--- config.mk ---
export PLATFORM = sky130hd
export DESIGN_NAME = fc_sum
export DESIGN_NICKNAME = d
export VERILOG_FILES = /design/src/hw/rtl/fc_pkg.sv /design/src/hw/rtl/fc_sum.sv
export SDC_FILE = /design/constraint.sdc
export NUM_CORES = 2
export LEC_CHECK = 0
export ABC_CLOCK_PERIOD_IN_PS = 8650
export BUFFER_PORTS_ARGS = -buffer_cell sky130_fd_sc_hd__buf_2
export CORE_AREA = 10 10 411 413
export CTS_BUF_LIST = sky130_fd_sc_hd__clkbuf_8 sky130_fd_sc_hd__clkbuf_16
export CTS_CLUSTER_DIAMETER = 150
export DETAILED_ROUTE_END_ITERATION = 10
export DIE_AREA = 0 0 421 423
export HOLD_SLACK_MARGIN = 0.08
export PLACE_DENSITY_LB_ADDON = 0.05
export SYNTH_ARGS = -nofsm -noshare
export SYNTH_HDL_FRONTEND = slang
export SYNTH_SLANG_ARGS = --single-unit
--- constraint.sdc ---
create_clock -name clk -period 8.65 [get_ports clk]
set_clock_uncertainty 0.15 [all_clocks]
set_input_delay 1.73 -clock clk [delete_from_list [all_inputs] [get_ports clk]]
set_output_delay 1.73 -clock clk [all_outputs]
set_load 0.02 [all_outputs]
--- src/hw/rtl/fc_pkg.sv ---
// Shared types, command codes and constants for the FIR convolution block.
// Used by every module under hw/rtl; depends on nothing else.
package fc_pkg;

	localparam int OUT_WIDTH        = 37;
	localparam int CMD_W            = 2;
	localparam int IDX_W            = 5;
	localparam int CFG_W            = 6;
	localparam int APB_DW           = 32;
	localparam int APB_AW           = 3;
	localparam int DEF_MAX_TAPS     = 32;
	localparam int DEF_SAMPLE_WIDTH = 16;

	localparam logic [CFG_W-1:0] TAP_COUNT_RESET = 6'd32;

	typedef enum logic [0:0] {
		REG_TAP_COUNT = 1'b0,
		REG_NONE      = 1'b1
	} reg_index_t;

	typedef enum logic [CMD_W-1:0] {
		CMD_LOAD   = 2'd0,
		CMD_SAMPLE = 2'd1,
		CMD_END    = 2'd2,
		CMD_NONE   = 2'd3
	} command_t;

	typedef logic signed [OUT_WIDTH-1:0] acc_t;

	typedef struct packed {
		logic valid;
		logic last;
	} op_ctl_t;

	// smallest g with g*g >= n: products per first-level adder lane
	function automatic int group_size(input int n);
		int g;
		begin
			g = 1;
			while (g * g < n) g = g + 1;
			return g;
		end
	endfunction

endpackage

--- src/hw/rtl/fc_sum.sv ---
// Two-level registered adder tree and output register with stall handling.
// Depends on fc_pkg; takes the tap products from fc_front.
module fc_sum #(
	parameter int MAX_TAPS     = fc_pkg::DEF_MAX_TAPS,
	parameter int SAMPLE_WIDTH = fc_pkg::DEF_SAMPLE_WIDTH
) (
	input  logic                              clk,
	input  logic                              arst_n,
	input  fc_pkg::op_ctl_t                   ctl_s1,
	input  logic signed [2*SAMPLE_WIDTH-1:0]  prod_s1 [MAX_TAPS],
	output logic                              s2_free,
	output logic                              result_valid,
	input  logic                              result_ready,
	output logic signed [fc_pkg::OUT_WIDTH-1:0] filtered_value,
	output logic                              last_of_run
);

	localparam int GROUP = fc_pkg::group_size(MAX_TAPS);
	localparam int LANES = (MAX_TAPS + GROUP - 1) / GROUP;

	fc_pkg::acc_t lane_n  [LANES];
	fc_pkg::acc_t lane_s2 [LANES];
	fc_pkg::acc_t total_n;
	fc_pkg::acc_t filtered_value_q;
	logic         valid_s2, last_s2;
	logic         result_valid_q, last_q;
	logic         adv_out;

	assign adv_out        = !result_valid_q || result_ready;
	assign s2_free        = !valid_s2 || adv_out;
	assign result_valid   = result_valid_q;
	assign filtered_value = filtered_value_q;
	assign last_of_run    = last_q;

	always_comb begin
		for (int j = 0; j < LANES; j++) begin
			lane_n[j] = '0;
			for (int i = 0; i < GROUP; i++)
				if (j * GROUP + i < MAX_TAPS)
					lane_n[j] = lane_n[j] + fc_pkg::acc_t'(prod_s1[j * GROUP + i]);
		end
	end

	always_comb begin
		total_n = '0;
		for (int j = 0; j < LANES; j++) total_n = total_n + lane_s2[j];
	end

	always_ff @(posedge clk or negedge arst_n) begin
		if (!arst_n) begin
			valid_s2       <= 1'b0;
			result_valid_q <= 1'b0;
		end else begin
			if (s2_free) valid_s2 <= ctl_s1.valid;
			if (adv_out) result_valid_q <= valid_s2;
		end
	end

	always_ff @(posedge clk) begin
		if (s2_free && ctl_s1.valid) begin
			lane_s2 <= lane_n;
			last_s2 <= ctl_s1.last;
		end
		if (adv_out && valid_s2) begin
			filtered_value_q <= total_n;
			last_q           <= last_s2;
		end
	end

	a_no_drop_s2: assert property (@(posedge clk) disable iff (!arst_n)
		valid_s2 && !s2_free |=> valid_s2)
		else $error("second stage word lost under stall");

	a_stall_holds_all: assert property (@(posedge clk) disable iff (!arst_n)
		result_valid_q && !result_ready && valid_s2 |=> valid_s2 && result_valid_q)
		else $error("pipeline advanced into a stalled output");

endmodule

# After elaboration in Yosys (flattened, before gate mapping)
# Index checks and enable logic that the tools add are counted.
totals:
  ff_bits: 263
  latchBits: 0
  mem_bits_rw: 0
  mem_bits_ro: 0
  in_bits: 1029
  n_memories: 0
op_classes:
  n_addsub: 31
  mul: 0
  n_div: 0
  order_cmp: 0
  eq_ne: 0
  shift: 0
  n_mux: 0
  n_bitwise: 0
  reduce_logical: 6
op_table:
  columns: ["cell", "n"]
  rows:
  - ["32-bit by 32-bit adder with 33-bit output", 6]
  - ["36-bit by 32-bit adder with 37-bit output", 5]
  - ["37-bit adder", 5]
  - ["35-bit by 32-bit adder with 36-bit output", 5]
  - ["34-bit by 32-bit adder with 35-bit output", 5]
  - ["33-bit by 32-bit adder with 34-bit output", 5]
  - ["1-bit logical AND", 2]
  - ["1-bit logical NOT", 2]
  - ["1-bit logical OR", 2]

# Depth between registers and ports, before layout
logic_depth:
  depth_word: 5
  mapped_depth: 19

# Worst setup path after synthesis
# OpenSTA, ideal clock, no wires.
synth_timing:
  path_kind: "input port to flip-flop"
  from: "in result_ready"
  to: "reg lane_s2[0] (netlist bit), enable pin"
  setup_time_ns: 0.606
  t_arrival_ns: 7.011
  required_time_ns: 7.894
  path_slack_ns: 0.883
  path_stages: 2
  n_path_buf: 0
  path_cell_list: "nand3b_1 and2_1"
synth_between:
  elab_chain_cells: 3
synth_lines:
  columns: ["element", "line", "text"]
  rows:
  - ["start, declared", "fc_sum.sv:13", "input logic result_ready,"]
  - ["1-bit logical OR", "fc_sum.sv:29", "assign adv_out = !result_valid_q || result_ready;"]
  - ["1-bit logical OR", "fc_sum.sv:30", "assign s2_free = !valid_s2 || adv_out;"]
  - ["1-bit logical AND", "fc_sum.sv:60", "if (s2_free && ctl_s1.valid) begin"]
  - ["end signal, assigned", "fc_sum.sv:61", "lane_s2 <= lane_n;"]
  - ["end, declared", "fc_sum.sv:22", "fc_pkg::acc_t lane_s2 [LANES];"]
# No other way between the ends.
# A chain may end at the register's enable or synchronous reset.

==> flow_metrics.tcl <==
set metrics [dict create \
    synthFlopType "edfxtp_1" \
    ys_ff_latch 259 \
    slew_headroom 0.345 \
    place_congestion 0.849 \
    rsz0062_at_grt "no" \
    syn2layout_area_growth_pct 22.3 \
    die_h_microns 423 \
    yosys_warnings 0 \
    vias_per_cell 4.06 \
    drv_slew 0 \
    drt_iter0_drc 1229 \
    critPathLaunchType "input port" \
    tns_ns 0 \
    routed_wl_microns 146000 \
    drc 0 \
    holdPathStages 0 \
    antenna_found_initial 38 \
    start_util 0.260 \
    overflow 0 \
    hold_buffers 0 \
    worstSetupEndpointType "flop" \
    regToRegStartpoint "lane_s2[113]" \
    htreeDepth 2 \
    hold_viol 0 \
    cap_violations 0 \
    synth_edf_count 257 \
    ant_nets 0 \
    crit_arrival_ns 6.53 \
    worstPathRequired_ns 8.80 \
    min_period_over_period 0.738 \
    drtPass1Iterations 6 \
    postCtsSetupBuffers 0 \
    dpl.hpwl_microns 135000 \
    rr_endpoint "filtered_value[34]" \
    cts_tree "yes" \
    die_w_microns 421 \
    reg2reg_depth 17 \
    io_pins 1069 \
    rows 147 \
    max_freq_ghz 0.157 \
    dieArea_sq_um 178000 \
    cts_buffers 37 \
    drt-wirelength-per-cell_microns 18.9 \
    io_buffer_count 1068 \
    grt_pass1_wl_microns 219000 \
    syn-instance-count 4443 \
    hold_class "reg2reg" \
    ys_types 70 \
    clk_latency_ns 0.57 \
    cts.sinks 259 \
    first_global_vias 35600 \
    clock-root-buffer "clkbuf_16" \
    syn_avg_cell_area_sq_um 9.38 \
    syn_area_sq_um 41700 \
    final_cell_mix "1880 x inv_1, 1068 x buf_2, 794 x fa_1" \
    r2r_slack_ns 2.71 \
    grt_max_degree 115 \
    grtUsageTotal 0.163 \
    setup_viol 0 \
    multi_input_area_sq_um 26800 \
    criticalPathCategory "in2reg" \
    hold_end "last_of_run" \
    layout-drive-gt1-share 0.207 \
    min_from "last_s2" \
    layout.cells.most_common "inv_1" \
    vias 31500 \
    cts_resized 0 \
    cts_buffer_depth 3 \
    status "completed" \
    nets 7606 \
    worst_slew_pin_slew_ns 0.972 \
    syn-num-nets 6503 \
    ff_latch_area_sq_um 7770 \
    period_minus_slack_ns 6.38 \
    yosysSeqAreaShare 0.186 \
    path_clk_slew_ns 0.06 \
    fillers 17200 \
    crit_path_max_fanout 4 \
    core_sq_um 160000 \
    synth_async_sr_flop_share 0.00772 \
]
-- cell families (layout without fill, tap and decap cells) --
logic type      after synthesis  in the layout  share of synthesized area
compound gates              643            643                     0.0986
xor+xnor                    203            203                     0.0427
fa+ha+maj                  1031           1031                      0.453
buf+inv                    1888           3019                      0.170
flops                       259            259                      0.186
other cells                   0             13                          0
simple gates                419            419                     0.0496
-- synthesized netlist by cell type, types with 26 or more instances --
cell type  number  area [sq um]
a21oi_1       210          1050
xnor2_1       143          1250
xor2_1         60           526
o21ai_0       117           586
nor2_1        105           394
edfxtp_1      257          7720
nand2_1       102           383
nand2b_1       34           213
a211oi_1       27           203
nor3_1         27           135
ha_1          237          2970
inv_1        1875          7040
a21o_1        103           773
fa_1          794         15900
nand3_1        41           205
o21bai_1       26           195
o21a_1         32           240
-- cell type report --
class | count | area share
repair buffers | 1077 | 0.106
clock buffers | 39 | 0.0191
flip-flops and latches | 259 | 0.152
clock inverters | 28 | 0.00422
inverters | 1875 | 0.138
multi-input cells | 2296 | 0.526
well taps | 2160 | 0.0530
diodes | 13 | 0.000638
-- how the worst max path moves through the flow --
stage / start / end / slack (ns) / depth (start not counted)
after global placement: prod_s1[450] / lane_s2[145] / 1.72 / 20
after floorplan: result_ready / lane_s2[0] / 0.88 / 2
after detailed placement: prod_s1[642] / lane_s2[180] / 1.75 / 18
final: prod_s1[834] / lane_s2[215] / 2.27 / 20
after CTS: prod_s1[834] / lane_s2[215] / 2.32 / 20
after global routing: prod_s1[450] / lane_s2[145] / 2.01 / 20
-- state kept, by name (all words and copies together) (netlist names) --
register and count:
filtered_value 37, result_valid 1, lane_s2 218, last_of_run 1
valid_s2 1, last_s2 1
-- worst max-delay path: stages --
cell,delay [ns]
buf_2,0.08
inv_1,0.04
fa_1,0.53
inv_1,0.05
fa_1,0.48
inv_1,0.06
fa_1,0.43
inv_1,0.08
ha_1,0.18
inv_1,0.07
fa_1,0.45
nor2b_1,0.17
nor3_1,0.07
o31ai_1,0.55
a221o_1,0.43
a221o_1,0.34
a31o_2,0.27
nand2_1,0.09
o311a_1,0.31
xnor2_1,0.13
-- through the flow --
stage          utilization  setup WS [ns]  hold WS (ns)  cells  area (sq um)
4_1_cts              0.318           2.32         0.282   7734         50900
3_3_place_gp         0.311           1.72         0.254   7667         49700
6_report             0.318           2.27         0.281   7747         51000
2_1_floorplan            -          0.883         0.250   4443         41700
5_1_grt              0.318           2.01         0.293   7747         51000
3_5_place_dp         0.311           1.75         0.268   7667         49700
-- per-layer routing --
metal  up-vias  wire, microns  track usage
met1     15400          56100        0.183
li1      15300              -            -
met4         4           3330       0.0350
met3       144           5150       0.0230
met2       664          81600        0.319
met5         -             24            0
Power is not shown: default switching activity piles up to over one toggle a cycle in this logic, so the estimate is an artifact.
