<file path="src/hw/rtl/fc_pkg.sv">
// Shared types, command codes and constants for the FIR convolution block.
// Used by every module under hw/rtl; depends on nothing else.
package fc_pkg;

	localparam int OUT_WIDTH        = 37;
	localparam int CMD_W            = 2;
	localparam int IDX_W            = 5;
	localparam int CFG_W            = 6;
	localparam int APB_DW           = 32;
	localparam int APB_AW           = 3;
	localparam int DEF_MAX_TAPS     = 32;
	localparam int DEF_SAMPLE_WIDTH = 16;

	localparam logic [CFG_W-1:0] TAP_COUNT_RESET = 6'd32;

	typedef enum logic [0:0] {
		REG_TAP_COUNT = 1'b0,
		REG_NONE      = 1'b1
	} reg_index_t;

	typedef enum logic [CMD_W-1:0] {
		CMD_LOAD   = 2'd0,
		CMD_SAMPLE = 2'd1,
		CMD_END    = 2'd2,
		CMD_NONE   = 2'd3
	} command_t;

	typedef logic signed [OUT_WIDTH-1:0] acc_t;

	typedef struct packed {
		logic valid;
		logic last;
	} op_ctl_t;

	// smallest g with g*g >= n: products per first-level adder lane
	function automatic int group_size(input int n);
		int g;
		begin
			g = 1;
			while (g * g < n) g = g + 1;
			return g;
		end
	endfunction

endpackage

</file>
<file path="src/hw/rtl/fc_regs.sv">
// APB-style register port holding the tap count.
// Depends on fc_pkg.
module fc_regs (
	input  logic                          clk,
	input  logic                          arst_n,
	input  logic                          psel,
	input  logic                          penable,
	input  logic                          pwrite,
	input  logic [fc_pkg::APB_AW-1:0]     paddr,
	input  logic [fc_pkg::APB_DW-1:0]     pwdata,
	output logic [fc_pkg::APB_DW-1:0]     prdata,
	output logic                          pready,
	output logic [fc_pkg::CFG_W-1:0]      tap_count
);

	fc_pkg::reg_index_t          sel;
	logic [fc_pkg::CFG_W-1:0]    tap_count_q;

	assign sel       = fc_pkg::reg_index_t'(paddr[fc_pkg::APB_AW-1]);
	assign pready    = 1'b1;
	assign tap_count = tap_count_q;

	always_comb begin
		unique case (sel)
			fc_pkg::REG_TAP_COUNT: prdata = fc_pkg::APB_DW'(tap_count_q);
			default:               prdata = '0;
		endcase
	end

	always_ff @(posedge clk or negedge arst_n) begin
		if (!arst_n) begin
			tap_count_q <= fc_pkg::TAP_COUNT_RESET;
		end else if (psel && penable && pwrite && pready && sel == fc_pkg::REG_TAP_COUNT) begin
			tap_count_q <= pwdata[fc_pkg::CFG_W-1:0];
		end
	end

endmodule

</file>
<file path="config.mk">
export PLATFORM = sky130hd
export DESIGN_NAME = fc_regs
export DESIGN_NICKNAME = d
export VERILOG_FILES = /design/src/hw/rtl/fc_pkg.sv /design/src/hw/rtl/fc_regs.sv
export SDC_FILE = /design/constraint.sdc
export NUM_CORES = 1
export LEC_CHECK = 0
export ABC_AREA = 1
export ABC_CLOCK_PERIOD_IN_PS = 800
export BUFFER_PORTS_ARGS = -buffer_cell sky130_fd_sc_hd__buf_2
export CAP_MARGIN = 20
export CORE_MARGIN = 1
export CORE_UTILIZATION = 25
export DETAILED_ROUTE_END_ITERATION = 16
export PLACE_DENSITY = 0.74
export SLEW_MARGIN = 20
export SYNTH_ARGS = -nofsm -noshare
export SYNTH_HDL_FRONTEND = slang
export SYNTH_SLANG_ARGS = --single-unit
</file>
<file path="constraint.sdc">
create_clock -name clk -period 0.8 [get_ports clk]
set_clock_uncertainty 0.1 [all_clocks]
set_input_delay 0.04 -clock clk [delete_from_list [all_inputs] [get_ports clk]]
set_output_delay 0.04 -clock clk [all_outputs]
set_load 0.005 [all_outputs]
</file>
# After elaboration in Yosys (flattened, before gate mapping)
# Cells that the tools add are included.
# totals
wordCells,6
ff_bits,6
output_inout_bits,39
# classes
n_reduce_logical,3
bitwise_logic,1
muxes,1
# op_table
cell,n
6-bit two-way mux,1
1-bit logical AND,3
1-bit NOT,1

# Depth between registers and ports, before layout
# Gate-level depths: netlist of the first run.
# depth
depth_word,3
ltp_mapped,5

# Worst setup path after synthesis of the first run
# No wires, ideal clock.
# synth_path
path_type,reg2out
start,register tap_count_q (netlist bit tap_count[5])
end,output prdata[5] (netlist name)
stages_incl_launch_ff,3
n_path_buf,0
setup_slack_ns,0.003
arrival_time_ns,0.657
path_cell_list,dfstp_2 inv_1 nor2_1
# synth_between
elab_chain_len,1
# synth_rtl
item,line_no,text
from (decl),fc_regs.sv:17,logic [fc_pkg::CFG_W-1:0] tap_count_q;
from (signal assigned),fc_regs.sv:32,tap_count_q <= fc_pkg::TAP_COUNT_RESET;
from (signal assigned),fc_regs.sv:34,tap_count_q <= pwdata[fc_pkg::CFG_W-1:0];
6-bit two-way mux,fc_regs.sv:24,unique case (sel)
to (decl),fc_regs.sv:11,"output logic [fc_pkg::APB_DW-1:0] prdata,"
# Every way passes these cells.

# Worst setup path after layout of the first run
# Ends and elaborated chain as after synthesis.

==> results of run 1 <==
==> stage by stage <==
stage | std cells | hold WS [ps] | util, %
after floorplan | 95 | -356 | -
after CTS | 133 | -17.8 | 35.1
after global placement | 119 | -240 | 29.0
after global routing | 133 | 21.8 | 36.9
after detailed placement | 119 | -232 | 29.0
final | 133 | -0.172 | 36.9
==> cell type report <==
cell class,count,area (um^2),share of cell area (%)
Clock buffer,4,26.3,3.67
Inverter,8,30.0,4.20
Multi-Input combinational cell,54,248,34.6
Sequential cell,6,151,21.2
Tap cell,27,33.8,4.72
Timing Repair Buffer,34,226,31.6
==> routing by layer <==
metal	vias to the layer above	wire, um
met1	192	364
met4	0	30
li1	225	-
met5	-	0
met2	35	503
met3	3	82
==> worst max-delay path by stage <==
stage	start	end	slack, ps	cells past startpoint
2_1_floorplan	tap_count[5]$_DFFE_PN1P_	prdata[5]	3	2
3_3_place_gp	tap_count[5]$_DFFE_PN1P_	prdata[5]	-70	3
3_5_place_dp	tap_count[5]$_DFFE_PN1P_	prdata[5]	-80	3
4_1_cts	tap_count[5]$_DFFE_PN1P_	prdata[5]	-350	3
5_1_grt	tap_count[5]$_DFFE_PN1P_	prdata[5]	-390	3
6_report	tap_count[5]$_DFFE_PN1P_	prdata[5]	-340	3
==> synthesized netlist by cell type, drive strengths merged <==
library cell / n
buf: 27
nand2: 14
inv: 8
nor2: 7
nand3: 6
dfrtp: 5
conb: 2
dfstp: 1
==> critical path, stage by stage, from the launching register on <==
cell and delay, ps:
dfstp_2 540, inv_1 40, nor2_1 70, buf_2 110
==> cell families (layout without fill, tap and decap cells) <==
kind of cell	after synthesis	in the layout
and+or+nand+nor	27	27
buffers and inverters	35	46
other	2	27
DFF	6	6
==> power by group <==
| group | switching, mW | total [mW] | leakage [nW] | internal, mW |
|---|---|---|---|---|
| Combinational | 0.184 | 0.387 | 0.353 | 0.204 |
| Clock | 0.127 | 0.317 | 0.0150 | 0.190 |
| Sequential | 0.0449 | 0.414 | 0.0734 | 0.369 |
==> what timing repair did <==
action | CTS | global route
setup endpoints to repair | 12 | 18
gates resized for setup | 0 | 10
endpoints found under the hold margin | 12 | 0
setup buffers | 3 | 0
hold buffers | 7 | 0
pin swaps | 0 | 1
==> impl_results.md, run 1 <==
- Via count: approximately 460
- Synth Area in Adders: 0%
- Leakage: 0.441 nW
- Fin. Hold Viols: 1
- Synth top area share: about two fifths
- Final nets: 147
- Cell variety after synth: 10
- Setup tns final: -2180 ps
- Worst r2r src: tap_count[2]$_DFFE_PN0P_
- Status: finished, violations left
- Sequential fraction of the synthesis area: slightly below 30%
- Hold_sp: paddr[2]
- I/O pins: slightly below 80
- Fmax: 874 MHz
- Initial Utilization: 26.5%
- Post-layout min period: 1140 ps
- GRT overflow: 0
- Longest Clk Path Bufs: 2
- Worst r2r dst: tap_count[2]$_DFFE_PN0P_
- Max-cap violations: 0
- Top cell type by total area after synthesis: buf_4
- Max Slew Vio Count: 0
- Clk_lat worst skew: 250 ps
- Routing usage on met1: approximately a tenth
- Worst r2r path cells: 3
- Area grow syn2layout: 38.8%
- Crit. End Element: output pin
- PD cells: between 1500 and 2000 mW/mm^2
- Xor/xnor share of the synthesized area: 0%
- Area of the mapped netlist: approximately 520 um^2
- DRT antenna net count: 0
- Port-buffer cells: 23
- Largest net degree at the start of global routing: 8
- DR pass1 iterations: 4
- Synth Instances: 70
- HP Class: in -> reg
- Critical Path Start Type: flip-flop
- Fin area: a little over 700 um^2
- Arrival @ worst endpoint: 1000 ps
- Hold path cells: 4
- WS Path Type: reg -> out
- Post-Synth Simple-Gate Area: between 20% and 30%
- Routed WL per cell: roughly 7.4 um
- Area after DPL: between 500 and 600 um^2
- Post-synthesis average cell area: 7.36 um^2
- Sink Count: 6
- Die height: roughly 47 um
- Synth Area in Compound Gates: 0%
- DIE AREA: approximately 0.0022 mm^2
- Initial drt markers: 3
- Hold EP: tap_count[3]$_DFFE_PN0P_
- Busiest grt layer: met2
- H-Tree Depth: 1
- Final WL: about 980 um
- Combinational family with the most area after synthesis: buffers and inverters
- Total GRT Usage: slightly below 10%
- Hold_ws: -0.172 ps
- Initial antenna violation count: 0
- First-pass GRT wire length: around 1400 um
- Top cells by area, synth: buf_4, dfrtp_1, nand2_1
- Final worst setup slack: -344 ps
- Vias in the first global route: between 300 and 400
- Commonest non-fill, non-tap cell in the layout: conb_1
- Commonest cells after routing, fill and taps aside: conb_1, buf_2, inv_1, nand2_1, dlygate4sd3_1
- Synth Register Bits: 6
- DRC: 0
- RSZ-0062 raised after global routing: true
- Largest register FFs: 6
- Row cnt: 16
- Clock buffer count from CTS: 3
- Setup-failing EPs final: 16
- R2R setup slack: -20 ps
- Grt met2 use: between 10% and 20%
- Post-synthesis mux area share: 0%
- Grt met3 use: between 2 and 2.5%
- Share of layout cells above drive strength 1: between 30% and 40%
- Clock root buffer master: clkbuf_4
- Failing checks: hold timing, setup timing
- Worst VDD drop: 0.482 mV
- Chip Width: between 40 and 50 um
- Ant. Diodes: 0
- Core ar.: 0.00194 mm^2
- Worst path required time: between 600 and 700 ps
- DP Worst Slack: -76.3 ps
- Fill cells: 222
- DR vias/cell: approximately 3.4
- Part of the cycle the worst path needs: 143%
- Worst Path Max Fanout: 3
- PnR Total Power: 1.12 mW
- CTS tree: done
- RD Place Congestion: 0.697
- Synth warn: 0
- Clk slew on worst S/H paths: roughly 50 ps
Note: power is estimated with default switching activity, not from simulation.
==> run 2, diff against run 1 <==
Settings changed: ABC_AREA 1 to unset, PLACE_DENSITY 0.74 to 0.75.
==> impl_results.md, run 2 <==
- Fin. Hold Viols: 6 (was 1)
- Setup tns final: -3700 ps (was -2180 ps)
- Fill cells: 202 (was 222)
- Crit. End Element: output pin (unchanged)
- Sink Count: 6 (unchanged)
- Final nets: 121 (was 147)
- Synth warn: 0 (unchanged)
- Hold_ws: -80.7 ps (was -0.172 ps)
- Commonest cells after routing, fill and taps aside: conb_1, buf_2, buf_6 (was conb_1, buf_2, inv_1, nand2_1, dlygate4sd3_1)
- Synth top area share: 40.1% (was 39.3%)
- Total GRT Usage: 9.36% (was 9.64%)
- DRT antenna net count: 0 (unchanged)
- Port-buffer cells: 23 (unchanged)
- Synth cell count leaders: buf_4, and2b_2, mux2_2 (was buf_4, nand2_1, inv_1)
- Largest net degree at the start of global routing: 7 (was 8)
- Initial Utilization: 28.1% (was 26.5%)
- Initial drt markers: 2 (was 3)
- Final worst setup slack: -330 ps (was -344 ps)
- DR pass1 iterations: 3 (was 4)
- CP max-delay cell: dfstp_2 (unchanged)
- Fmax: 885 MHz (was 874 MHz)
- Critical path's top delay family: flip-flops (unchanged)
- Post-synth EDFFs: 0 (unchanged)
- Die height: 47.0 um (was 47.4 um)
- Max stage delay on crit path: 520 ps (was 540 ps)
- First-pass GRT wire length: 1300 um (was 1390 um)
- DP Worst Slack: -177 ps (was -76.3 ps)
- DRC: 0 (unchanged)
- Cell variety after synth: 7 (was 10)
- Top cell type by total area after synthesis: buf_4 (unchanged)
- RD Place Congestion: 0.562 (was 0.697)
- Max Slew Vio Count: 0 (unchanged)
- Fin area: 706 um^2 (was 716 um^2)
- Arrival @ worst endpoint: 990 ps (was 1000 ps)
- Cells along the critical path: and2b_2 -> buf_2 (was inv_1 -> nor2_1 -> buf_2)
- Routed WL per cell: 8.50 um (was 7.38 um)
- Longest Clk Path Bufs: 2 (unchanged)
- Share of layout cells above drive strength 1: 57.5% (was 37.7%)
- Reg area: 151 um^2 (unchanged)
- Critical Path Start Type: flip-flop (unchanged)
- Initial antenna violation count: 0 (unchanged)
- Clock root buffer master: clkbuf_4 (unchanged)
- Top cells by area, synth: buf_4, dfrtp_1, mux2_2 (was buf_4, dfrtp_1, nand2_1)
- Commonest non-fill, non-tap cell in the layout: conb_1 (unchanged)
- Post-layout min period: 1130 ps (was 1140 ps)
- DIE AREA: 0.00221 mm^2 (was 0.00225 mm^2)
- Max-cap violations: 0 (unchanged)
- RSZ-0062 raised after global routing: true (unchanged)
- Row cnt: 15 (was 16)
- Ys flop type: dfrtp_1 (unchanged)
- Area grow syn2layout: 39.6% (was 38.8%)
- Chip Width: 47.0 um (was 47.4 um)
- Ys async rst share: 100% (unchanged)
- Area after DPL: 569 um^2 (was 563 um^2)
- Area of the multi-input gates: 264 um^2 (was 248 um^2)
- Part of the cycle the worst path needs: 141% (was 143%)
- Area of the mapped netlist: 505 um^2 (was 515 um^2)
- Clock buffer count from CTS: 3 (unchanged)
- Clk_lat worst skew: 240 ps (was 250 ps)
- CTS tree: done (unchanged)
- WS Path Type: reg -> out (unchanged)
- PD cells: 1830 mW/mm^2 (was 1560 mW/mm^2)
- Post-synthesis average cell area: 10.5 um^2 (was 7.36 um^2)
- Synth Register Bits: 6 (unchanged)
- Worst path bufs/invs: 1 (was 2)
- Hold-fix buffers at CTS: 1 (was 7)
- I/O pins: 79 (unchanged)
- HP Class: in -> reg (unchanged)
- Synth Instances: 48 (was 70)
- Ant. Diodes: 0 (unchanged)
- Post-DP HPWL: around 740 um
- Sequential fraction of the synthesis area: 30.0% (was 29.4%)
- Status: finished, violations left (unchanged)
- Leakage: 0.420 nW (was 0.441 nW)
- Worst Path Max Fanout: 3 (unchanged)
- Final WL: 893 um (was 981 um)
- Largest register FFs: 6 (unchanged)
- Failing checks: hold timing, setup timing (unchanged)
- Clk slew on worst S/H paths: 50 ps (about the same)
- H-Tree Depth: 1 (unchanged)
- Setup-failing EPs final: 18 (was 16)
- DR vias/cell: 3.30 (was 3.42)
- Worst path required time: 660 ps (about the same)
- Most common cell in the netlist: buf_4 (unchanged)
- Vias in the first global route: 300 (was 363)
- Worst VDD drop: 0.579 mV (was 0.482 mV)
- GRT overflow: 0 (unchanged)
- Fin util: 39.2% (was 36.9%)
- Via count: 347 (was 455)
- Core ar.: 0.00180 mm^2 (was 0.00194 mm^2)
-- run 2: metal layers --
layer | part of all wire, % | global-route usage [%] | vias to the layer above
li1 | - | - | 161
met5 | 0 | 0 | -
met4 | 1.3 | 5.14 | 0
met3 | 12 | 5.38 | 2
met2 | 53 | 15.8 | 29
met1 | 34 | 8.92 | 155
-- run 2: cell families after synthesis --
family                 share of synthesized area [%]
other                                           1.49
AND/OR/NAND/NOR                                 15.1
flip-flops                                      30.0
multiplexers                                    13.4
buffers and inverters                           40.1
-- run 2: repair_timing --
action / CTS / global route
buffers inserted: 5 / 0
setup endpoints to repair: 18 / 18
gates resized for setup: 10 / 2
endpoints found under the hold margin: 12 / 6
-- run 2: final timing paths --
kind / startpoint / cells after the start / endpoint / slack [ps]
min: pwdata[3] / 2 / tap_count[3]$_DFFE_PN0P_ / -80
max reg2reg: tap_count[1]$_DFFE_PN0P_ / 2 / tap_count[1]$_DFFE_PN0P_ / -180
max in group asynchronous: arst_n / 2 / tap_count[5]$_DFFE_PN1P_ / 330
min reg2reg: tap_count[3]$_DFFE_PN0P_ / 2 / tap_count[3]$_DFFE_PN0P_ / 510
min in group asynchronous: arst_n / 2 / tap_count[4]$_DFFE_PN0P_ / 40
max: tap_count[5]$_DFFE_PN1P_ / 2 / prdata[5] / -330
-- run 2: layout make-up --
class / count / share of cell area [%]
clock buffers: 4 / 3.72
multi-input cells: 40 / 37.4
flip-flops and latches: 6 / 21.5
well taps: 25 / 4.43
repair buffers: 30 / 33.0
-- run 2: power by group --
part / switching (mW) / leakage (nW) / internal, mW / total [mW]
clock: 0.115 / 0.0150 / 0.189 / 0.304
sequential: 0.0426 / 0.0705 / 0.380 / 0.423
combinational: 0.178 / 0.334 / 0.387 / 0.565
-- run 2: per-stage QoR --
stage          total power, mW  std cells
6_report                  1.29        105
4_1_cts                   1.29        105
3_5_place_dp             0.773         95
2_1_floorplan            0.701         73
5_1_grt                   1.39        105
3_3_place_gp             0.764         95
-- run 2: worst reg2reg max path, cell delays in order, from the launching register on --
cell	delay, ps
dfrtp_1	390
buf_6	130
mux2_4	240
==> run 3, diff against run 2 <==
Settings changed: CAP_MARGIN 20 to unset, PLACE_DENSITY 0.75 to 0.79.
==> impl_results.md, run 3 (synthesis results as in run 2) <==
- Status: finished, violations left (unchanged)
- Failing checks: hold timing, setup timing (unchanged)
- First-pass GRT wire length: 1340 um (was 1300 um)
- Placed insts: 95 (unchanged)
- DR vias/cell: 3.30 (about the same)
- PnR Total Power: 1.29 mW (about the same)
- Longest Clk Path Bufs: 2 (unchanged)
- Grt met2 use: 15.0% (was 15.8%)
- Routing usage on met1: 10.3% (was 8.92%)
- Initial Utilization: 28.1% (unchanged)
- Final WL: 888 um (was 893 um)
- Post-layout min period: 1140 ps (was 1130 ps)
- Hold-fix buffers at CTS: 1 (unchanged)
- Initial antenna violation count: 0 (unchanged)
- Final worst setup slack: -340 ps (was -330 ps)
- Max Slew Vio Count: 0 (unchanged)
- Final nets: 121 (unchanged)
- Fin area: 699 um^2 (was 706 um^2)
- Fmax: 877 MHz (was 885 MHz)
- Initial drt markers: 1 (was 2)
- Port-buffer cells: 23 (unchanged)
- CTS tree: done (unchanged)
- Vias in the first global route: 309 (was 300)
- H-Tree Depth: 1 (unchanged)
- Worst VDD drop: 0.651 mV (was 0.579 mV)
- Fill cells: 191 (was 202)
- Critical Path Start Type: flip-flop (unchanged)
- Arrival @ worst endpoint: 1000 ps (was 990 ps)
- Largest net degree at the start of global routing: 7 (unchanged)
- Clock root buffer master: clkbuf_4 (unchanged)
- DRC: 0 (unchanged)
- Core ar.: 0.00180 mm^2 (unchanged)
- Grt met3 use: 2.31% (was 5.38%)
- Fin util: 38.8% (was 39.2%)
- Post-DP HPWL: 756 um (was 735 um)
- Crit. End Element: output pin (unchanged)
- Worst Path Max Fanout: 3 (unchanged)
- Clk slew on worst S/H paths: 50 ps (about the same)
- HP Class: in -> reg (unchanged)
- Total GRT Usage: 9.20% (was 9.36%)
- Row cnt: 15 (unchanged)
- Share of layout cells above drive strength 1: 57.5% (unchanged)
- RSZ-0062 raised after global routing: true (unchanged)
- Sink Count: 6 (unchanged)
- DR pass1 iterations: 2 (was 3)
- Commonest non-fill, non-tap cell in the layout: conb_1 (unchanged)
- Busiest grt layer: met2 (unchanged)
- Setup-failing EPs final: 18 (unchanged)
- Largest register FFs: 6 (unchanged)
- Via count: 346 (was 347)
- RD Place Congestion: 0.597 (was 0.562)
- Clock buffer count from CTS: 3 (unchanged)
- PD cells: 1840 mW/mm^2 (was 1830 mW/mm^2)
- GRT overflow: 0 (unchanged)
- Area grow syn2layout: 38.4% (was 39.6%)
- Ant. Diodes: 0 (unchanged)
- I/O pins: 79 (unchanged)
- Part of the cycle the worst path needs: 143% (was 141%)
- Clk_lat worst skew: 240 ps (about the same)
- Commonest cells after routing, fill and taps aside: conb_1, buf_2, buf_6 (unchanged)
- Non-filler cells, final: 105 (unchanged)
- DRT antenna net count: 0 (unchanged)
- Fin. Hold Viols: 6 (unchanged)
- Chip Width: 47.0 um (unchanged)
- WS Path Type: reg -> out (unchanged)
- Routed WL per cell: 8.46 um (was 8.50 um)
- Die height: 47.0 um (unchanged)
- Leakage: 0.419 nW (was 0.420 nW)
- Area after DPL: 569 um^2 (unchanged)
- Hold_ws: -77.6 ps (was -80.7 ps)
- Worst path required time: 660 ps (about the same)
- Max-cap violations: 0 (unchanged)
- DIE AREA: 0.00221 mm^2 (unchanged)
==> run 3: cell counts in the layout (fill, tap and decap cells not counted) <==
No cell type changed its count.
==> run 3: path summary, 6_finish.rpt <==
| kind | start | to | slack, ps | depth (start not counted) |
|---|---|---|---|---|
| min in group asynchronous | arst_n | tap_count[2]$_DFFE_PN0P_ | 40 | 2 |
| max in group asynchronous | arst_n | tap_count[5]$_DFFE_PN1P_ | 330 | 2 |
| max reg2reg | tap_count[0]$_DFFE_PN0P_ | tap_count[0]$_DFFE_PN0P_ | -180 | 2 |
| max | tap_count[5]$_DFFE_PN1P_ | prdata[5] | -340 | 2 |
| min reg2reg | tap_count[1]$_DFFE_PN0P_ | tap_count[1]$_DFFE_PN0P_ | 510 | 2 |
| min | pwdata[1] | tap_count[1]$_DFFE_PN0P_ | -80 | 2 |
==> run 3: repair_timing <==
| action | CTS | global route |
|---|---|---|
| endpoints found under the hold margin | 12 | 6 |
| gates resized for setup | 10 | 1 |
| endpoints found under the setup margin | 18 | 18 |
| setup buffers | 5 | 0 |
==> run 3: critical path, cell delays in order, from the launching register on <==
cell	delay [ps]
dfstp_2	530
and2b_2	130
buf_2	100
==> run 3: power breakdown <==
group | leakage, nW | internal, mW | switching [mW]
clock network | 0.0150 | 0.189 | 0.112
logic | 0.333 | 0.379 | 0.177
registers | 0.0705 | 0.380 | 0.0468
total | 0.419 | 0.949 | 0.336
==> run 3: through the flow <==
step	setup slack [ps]	setup TNS (ps)
2_1_floorplan	-49.1	-255
3_3_place_gp	-143	-964
3_5_place_dp	-160	-1110
4_1_cts	-358	-3900
5_1_grt	-376	-4290
6_report	-340	-3770
==> run 3: layout make-up <==
cell class                 instances  area, um^2  area share (%)
sequential                         6         151            21.6
timing repair buffer              30         226            32.4
tap                               25        31.3            4.47
multi-input combinational         40         264            37.7
clock buffer                       4        26.3            3.76
==> run 3: routing by layer <==
| metal | wire [um] | vias up | part of all wire [%] |
|---|---|---|---|
| met5 | 0 | - | 0 |
| met4 | 0 | 0 | 0 |
| met3 | 89 | 0 | 10 |
| met2 | 469 | 29 | 53 |
| met1 | 328 | 157 | 37 |
| li1 | - | 160 | - |
